File: config.mk
export PLATFORM = sky130hd
export DESIGN_NAME = pid_controller_two_mode_top
export DESIGN_NICKNAME = d
export VERILOG_FILES = /design/src/hw/rtl/pidc_pkg.sv /design/src/hw/rtl/pid_controller_two_mode_top.sv
export SDC_FILE = /design/constraint.sdc
export NUM_CORES = 2
export LEC_CHECK = 0
export ABC_CLOCK_PERIOD_IN_PS = 24200
export BUFFER_PORTS_ARGS = -buffer_cell sky130_fd_sc_hd__buf_2
export CORE_UTILIZATION = 62
export CTS_BUF_LIST = sky130_fd_sc_hd__clkbuf_4 sky130_fd_sc_hd__clkbuf_8
export CTS_CLUSTER_DIAMETER = 200
export DETAILED_ROUTE_END_ITERATION = 7
export PLACE_DENSITY = 0.79
export RECOVER_POWER = 100
export SLEW_MARGIN = 20
export SYNTH_ARGS = -nofsm -noshare
export SYNTH_HDL_FRONTEND = slang
export SYNTH_SLANG_ARGS = --single-unit
File: constraint.sdc
create_clock -name clk -period 24.2 [get_ports clk]
set_input_delay 1.21 -clock clk [delete_from_list [all_inputs] [get_ports clk]]
set_output_delay 1.21 -clock clk [all_outputs]
set_load 0.01 [all_outputs]
File: src/hw/rtl/pidc_pkg.sv
// Package for the two-mode PID controller: field widths, register and command codes,
// and the 48-bit saturation helper.
// It has no dependencies and is compiled first.
`default_nettype none

package pidc_pkg;

  localparam int OUT_LIMIT_DEF      = 6000;
  localparam int GAIN_FRAC_BITS_DEF = 8;

  localparam int MEAS_W     = 24;
  localparam int GAIN_W     = 16;
  localparam int ERR_W      = MEAS_W + 1;
  localparam int OPND_W     = ERR_W + 2;
  localparam int PROD_W     = OPND_W + GAIN_W;
  localparam int ACC_W      = 48;
  localparam int SUM_W      = ACC_W + 3;
  localparam int DRIVE_W    = 14;
  localparam int CFG_IDX_W  = 3;
  localparam int CFG_DATA_W = 24;

  typedef enum logic [CFG_IDX_W-1:0] {
    REG_MODE   = 3'd0,
    REG_TARGET = 3'd1,
    REG_KP     = 3'd2,
    REG_KI     = 3'd3,
    REG_KD     = 3'd4
  } cfg_reg_t;

  typedef enum logic {
    CMD_STEP  = 1'b0,
    CMD_CLEAR = 1'b1
  } cmd_t;

  typedef enum logic {
    MODE_INC = 1'b0,
    MODE_POS = 1'b1
  } mode_t;

  localparam logic signed [SUM_W-1:0] SAT_HI = SUM_W'({1'b0, {(ACC_W-1){1'b1}}});
  localparam logic signed [SUM_W-1:0] SAT_LO = -SAT_HI - SUM_W'(1);

  function automatic logic signed [ACC_W-1:0] sat48(input logic signed [SUM_W-1:0] v);
    logic signed [ACC_W-1:0] r;
    if (v > SAT_HI) begin
      r = SAT_HI[ACC_W-1:0];
    end else if (v < SAT_LO) begin
      r = SAT_LO[ACC_W-1:0];
    end else begin
      r = v[ACC_W-1:0];
    end
    return r;
  endfunction

endpackage

`default_nettype wire

File: src/hw/rtl/pid_controller_two_mode_top.sv
// Two-mode fixed-point PID controller, incremental or positional.
// Depends on pidc_pkg for widths, codes and the saturation helper.
//
// Usage: one input beat per control tick carries cmd and measured. A step
// command forms the error against the target and updates the held output;
// a clear command zeroes the integral sum and repeats the current drive.
// Every input beat produces exactly one output beat with drive and limited.
// From input acceptance to output valid there is one input register, then a
// single registered pass through the three gain multipliers, the 51-bit add
// and saturation, and the output clamp. Throughput is one beat per cycle while
// the output side is not stalled.
// When the receiver asserts out_stall the output register holds its beat and
// one more item may wait in the input register; in_stall rises only when
// both are full. Registers are written through the cfg channel, which is
// always ready, and should only be written while the block is idle.
// Synchronous reset clears the registers, error history, integral sum and
// held output to zero and empties the pipeline.
`default_nettype none

module pid_controller_two_mode_top #(
  parameter int OUT_LIMIT      = pidc_pkg::OUT_LIMIT_DEF,
  parameter int GAIN_FRAC_BITS = pidc_pkg::GAIN_FRAC_BITS_DEF
) (
  input  wire logic                                  clk,
  input  wire logic                                  rst,
  input  wire logic                                  in_valid,
  output      logic                                  in_stall,
  input  wire logic                                  cmd,
  input  wire logic signed [pidc_pkg::MEAS_W-1:0]    measured,
  output      logic                                  out_valid,
  input  wire logic                                  out_stall,
  output      logic signed [pidc_pkg::DRIVE_W-1:0]   drive,
  output      logic                                  limited,
  input  wire logic                                  cfg_valid,
  output      logic                                  cfg_ready,
  input  wire logic [pidc_pkg::CFG_IDX_W-1:0]        cfg_index,
  input  wire logic [pidc_pkg::CFG_DATA_W-1:0]       cfg_data
);
  import pidc_pkg::*;

  localparam int ACC_FRAC = 8 + GAIN_FRAC_BITS;
  localparam logic signed [ACC_W-1:0] LIM = ACC_W'(OUT_LIMIT) <<< ACC_FRAC;

  mode_t                    mode;
  logic signed [MEAS_W-1:0] target;
  logic signed [GAIN_W-1:0] kp;
  logic signed [GAIN_W-1:0] ki;
  logic signed [GAIN_W-1:0] kd;

  logic                     stage_valid;
  cmd_t                     stage_cmd;
  logic signed [MEAS_W-1:0] stage_meas;

  logic signed [ERR_W-1:0]  err_prev;
  logic signed [ERR_W-1:0]  err_prev2;
  logic signed [ACC_W-1:0]  integral_sum;
  logic signed [ACC_W-1:0]  held_output;

  logic signed [ERR_W-1:0]  e0;
  logic signed [OPND_W-1:0] diff1;
  logic signed [OPND_W-1:0] diff2;
  logic signed [OPND_W-1:0] p_opnd;
  logic signed [OPND_W-1:0] d_opnd;
  logic signed [PROD_W-1:0] prod_p;
  logic signed [PROD_W-1:0] prod_i;
  logic signed [PROD_W-1:0] prod_d;
  logic signed [ACC_W-1:0]  integral_sum_next;
  logic signed [ACC_W-1:0]  held_output_next;
  logic signed [ACC_W-1:0]  quot;
  logic signed [DRIVE_W-1:0] drive_next;
  logic                     limited_next;
  logic                     advance;
  logic                     in_take;

  assign cfg_ready = 1'b1;
  assign advance   = stage_valid && (!out_valid || !out_stall);
  assign in_stall  = stage_valid && !advance;
  assign in_take   = in_valid && !in_stall;

  always_ff @(posedge clk) begin
    if (rst) begin
      mode   <= MODE_INC;
      target <= '0;
      kp     <= '0;
      ki     <= '0;
      kd     <= '0;
    end else if (cfg_valid && cfg_ready) begin
      case (cfg_reg_t'(cfg_index))
        REG_MODE:   mode   <= mode_t'(cfg_data[0]);
        REG_TARGET: target <= cfg_data[MEAS_W-1:0];
        REG_KP:     kp     <= cfg_data[GAIN_W-1:0];
        REG_KI:     ki     <= cfg_data[GAIN_W-1:0];
        REG_KD:     kd     <= cfg_data[GAIN_W-1:0];
        default:    ;
      endcase
    end
  end

  always_comb begin
    e0     = ERR_W'(target) - ERR_W'(stage_meas);
    diff1  = OPND_W'(e0) - OPND_W'(err_prev);
    diff2  = OPND_W'(e0) - (OPND_W'(err_prev) <<< 1) + OPND_W'(err_prev2);
    p_opnd = (mode == MODE_POS) ? OPND_W'(e0) : diff1;
    d_opnd = (mode == MODE_POS) ? diff1 : diff2;
    prod_p = PROD_W'(p_opnd) * PROD_W'(kp);
    prod_i = PROD_W'(e0) * PROD_W'(ki);
    prod_d = PROD_W'(d_opnd) * PROD_W'(kd);

    integral_sum_next = integral_sum;
    held_output_next  = held_output;
    if (stage_cmd == CMD_CLEAR) begin
      integral_sum_next = '0;
    end else if (mode == MODE_POS) begin
      integral_sum_next = sat48(SUM_W'(integral_sum) + SUM_W'(prod_i));
      held_output_next  = sat48(SUM_W'(prod_p) + SUM_W'(integral_sum_next)
                                + SUM_W'(prod_d));
    end else begin
      held_output_next  = sat48(SUM_W'(held_output) + SUM_W'(prod_p)
                                + SUM_W'(prod_i) + SUM_W'(prod_d));
    end

    quot = held_output_next >>> ACC_FRAC;
    if (held_output_next[ACC_W-1] && (|held_output_next[ACC_FRAC-1:0])) begin
      quot = quot + ACC_W'(1);
    end
    if (held_output_next >= LIM) begin
      drive_next   = DRIVE_W'(OUT_LIMIT);
      limited_next = 1'b1;
    end else if (held_output_next <= -LIM) begin
      drive_next   = -DRIVE_W'(OUT_LIMIT);
      limited_next = 1'b1;
    end else begin
      drive_next   = quot[DRIVE_W-1:0];
      limited_next = 1'b0;
    end
  end

  always_ff @(posedge clk) begin
    if (rst) begin
      stage_valid <= 1'b0;
    end else if (in_take) begin
      stage_valid <= 1'b1;
    end else if (advance) begin
      stage_valid <= 1'b0;
    end
  end

  always_ff @(posedge clk) begin
    if (in_take) begin
      stage_cmd  <= cmd_t'(cmd);
      stage_meas <= measured;
    end
  end

  always_ff @(posedge clk) begin
    if (rst) begin
      err_prev     <= '0;
      err_prev2    <= '0;
      integral_sum <= '0;
      held_output  <= '0;
    end else if (advance) begin
      integral_sum <= integral_sum_next;
      held_output  <= held_output_next;
      if (stage_cmd == CMD_STEP) begin
        err_prev2 <= err_prev;
        err_prev  <= e0;
      end
    end
  end

  always_ff @(posedge clk) begin
    if (rst) begin
      out_valid <= 1'b0;
    end else if (advance) begin
      out_valid <= 1'b1;
    end else if (!out_stall) begin
      out_valid <= 1'b0;
    end
  end

  always_ff @(posedge clk) begin
    if (advance) begin
      drive   <= drive_next;
      limited <= limited_next;
    end
  end

endmodule

`default_nettype wire

==> metrics.md <==
| Metric | Value |
|---|---|
| Status | finished with violations |
| Failing checks | design-rule violations, max-capacitance violations, max-slew violations |
| Crit. End Element | flop |
| Worst-Skew Late Latency | 0.72 ns |
| Drt first-iter violations | 5361 |
| Crit path DAT | 22.62 ns |
| Initial antenna violation count | 12 |
| CTS sink cnt | 261 |
| Fmax | 45.0 MHz |
| Max-slew violation count | 268 |
| DR WL/cell | approximately 22 um |
| PwrDens | 86.6 nW/um^2 |
| Synth area leaders | fa_1, ha_1, inv_1 |
| Setup violations, final | 0 |
| Tcrit/Tclk final | 91.8% |
| Post-CTS Resized | 0 |
| Crit path required time | between 20 and 25 ns |
| Root Buffer | clkbuf_8 |
| Leading area contributor after synthesis | fa_1 |
| Final hold vios | 0 |
| Largest net degree at the start of global routing | 80 |
| Die area | 116000 sq um |
| Warnings, synthesis | 0 |
| Setup TNS | 0 ns |
| Worst hold slack | 0.453 ns |
| FILL cells | 9443 |
| Crit path launch type | flop |
| Mapped cell area | 71200 sq um |
| CTS tree | yes |
| CTS Hold Buffers Added | 0 |
| Slew headroom | -152% |
| Clock Path Buffers | 3 |
| # DRC | 2 |
| Placed cell areas | 73300 sq um |
| MaxCap Viol Count | 6 |
| Total power | 6.45 mW |
| Maximum VDD drop | 0.173 mV |
| Final Instance Area | 74400 sq um |
| Nets | between 10k and 15k |
| Crit Path Category | flop to flop |
| CP peak stage delay | 0.96 ns |
| Die Wd | 341 um |
| RSZ-0062 raised after global routing | no |
| Clock H-tree levels | 2 |
| Remaining Overflow, GRT | 0 |
| P&R area growth vs syn | 4.41% |
| Worst-margin pin slew | 3.77 ns |
| Register bit total from synthesis | 261 |
| Mapped Cells | 8446 |
| Via count | between 50k and 60k |
| Routed WL | between 200 and 250 mm |
| Post-synth cell types | 106 |
| Main flop type after synthesis | dfxtp_1 |
| Largest fanout on the critical path | 41 |
| Hold WC Path Type | flop to flop |
| Dpl hpwl | 176 mm |
| Register clock-pin slew on the reported worst setup and hold paths | 0.06 ns |
| Cell mode on critical path | fa_1 |
| Multi-input logic area | about 58000 sq um |
| Synthesized Nets | 10.4k |
| # IOs | 75 |
| Total track usage | roughly two fifths |
| Number of post-CTS setup repair buffers | 0 |
| Syn_area_per_cell | 8.44 sq um |
| Initial Utilization | 62.9% |
| Site row count | 123 |
| Vias per cell | 6.03 |
| Fraction of layout cells with a size suffix above 1 | under 10% |
| PortBufs | 73 |
| Clock Skews | 0.0457 ns |
| Crit path time final | roughly 22 ns |
| Post-synthesis sequential area ratio | ~7.9% |
| Slowest-stage cell, CP | clkbuf_1 |
| Post-synth EDFFs | 40 |
| DRT antenna net count | 0 |
| Initial DRT Pass Iterations | 8 |
| First-pass GRT wire length | 346 mm |
| TritonCTS Buffers | 51 |
| Final Core Density | 65.7% |
| Die Span Y | 341 um |
| Final RePlAce weighted congestion | 1.01 |
| Synth top area share | 38.9% |
| Core ar. | 113000 sq um |
| P_leak | 34.1 nW |
| Sequential cell area | 5630 sq um |
| Vias in the first global route | 61.4k |
| Post-synth ARST share | 0% |
## worst max-delay path, delay by kind of cell (launching register included)
kind            cells  cell delay (ns)
buf+inv            12             2.53
mux                 1             0.38
fa+ha+maj          13             5.10
simple gates       12             3.00
compound gates     33             9.51
flops               1             0.31
xor+xnor            3             0.96
## stage by stage
step,cells,setup WS [ns]
finish,9887,1.99
global route,9882,0.813
CTS,9880,2.78
detailed placement,9785,2.91
global placement,9785,3.09
floorplan,8446,6.39
## synthesized netlist by cell type (15+ instances only)
library cell / n
inv_1: 1638
fa_1: 1385
nand2_1: 1228
ha_1: 531
and2_1: 467
a21oi_1: 457
nor2_1: 397
clkbuf_1: 321
dfxtp_1: 221
o21ai_0: 219
xnor2_1: 208
a21o_1: 109
xor2_1: 97
nor3_1: 82
nand3_1: 77
nand2b_1: 68
a211oi_1: 65
nor2b_1: 61
o21ai_1: 57
and3_1: 55
o21a_1: 45
or2_2: 42
edfxtp_1: 40
a31oi_1: 37
or3_1: 36
o21bai_1: 30
nor4_1: 28
o211ai_1: 28
nand4_1: 24
a211o_1: 22
buf_1: 21
mux2_2: 21
a21boi_0: 17
a311oi_1: 16
a221oi_1: 15
buf_2: 15
## logic make-up after synthesis
group	synth area share (%)
and+or+nand+nor	17.0
buffers and inverters	10.7
adders and majority gates	48.4
AOI/OAI and AO/OA	11.7
xor gates and xnor gates	3.75
DFF	7.90
muxes	0.508
other	0.00526
## area by class of cell
class	instances	share of cell area (%)
Timing Repair Buffer	206	1.76
Antenna cell	7	0.0235
Multi-Input combinational cell	6177	78.3
Clock inverter	21	0.291
Inverter	1641	8.28
Sequential cell	261	7.57
Tap cell	1500	2.52
Clock buffer	74	1.27
## sequential cells by signal (all words and copies together) (netlist names)
register	count
err_prev	25
stage_cmd	1
integral_sum	48
limited	1
stage_meas	24
out_valid	1
stage_valid	1
err_prev2	25
kd	16
mode	1
kp	16
target	24
held_output	48
ki	16
drive	14
## routing by layer
metal / global-route usage [%] / vias to the layer above / wire, um
met1: 48.8 / 29880 / 82600
met4: 20.4 / 12 / 13400
met3: 8.90 / 678 / 22200
li1: - / 26142 / -
met2: 62.2 / 2929 / 102000
met5: 0 / - / 73
## final timing paths
check / depth (start not counted) / to / start / slack [ns]
max reg2reg: 74 / drive[7] / target[0] / 1.99
max: 74 / drive[7] / target[0] / 1.99
min: 2 / err_prev2[22] / err_prev[22] / 0.45
min reg2reg: 2 / err_prev2[22] / err_prev[22] / 0.45
## cell usage in the layout (no fill, tap or decap), types with 34 or more instances in the layout
cell         n
fa_1      1385
buf_4      126
o21ai_0    230
o21a_1      45
and2_1     465
a31oi_1     37
edfxtp_1    40
nor3_1      83
a21oi_1    456
dfxtp_1    219
a21o_1     109
inv_1     1637
nand2_1   1227
nand3_1     77
nand2b_1    68
nor2b_1     59
ha_1       531
o21ai_1     34
and3_1      55
clkbuf_8    62
or3_1       37
xnor2_1    193
xor2_1      94
a211oi_1    65
buf_2       50
nor2_1     396
or2_2       42
## report_power, final
group / internal, mW / switching, mW
clock network: 0.294 / 0.238
logic: 1.78 / 3.61
registers: 0.491 / 0.0356
(Power assumes the default switching activity.)
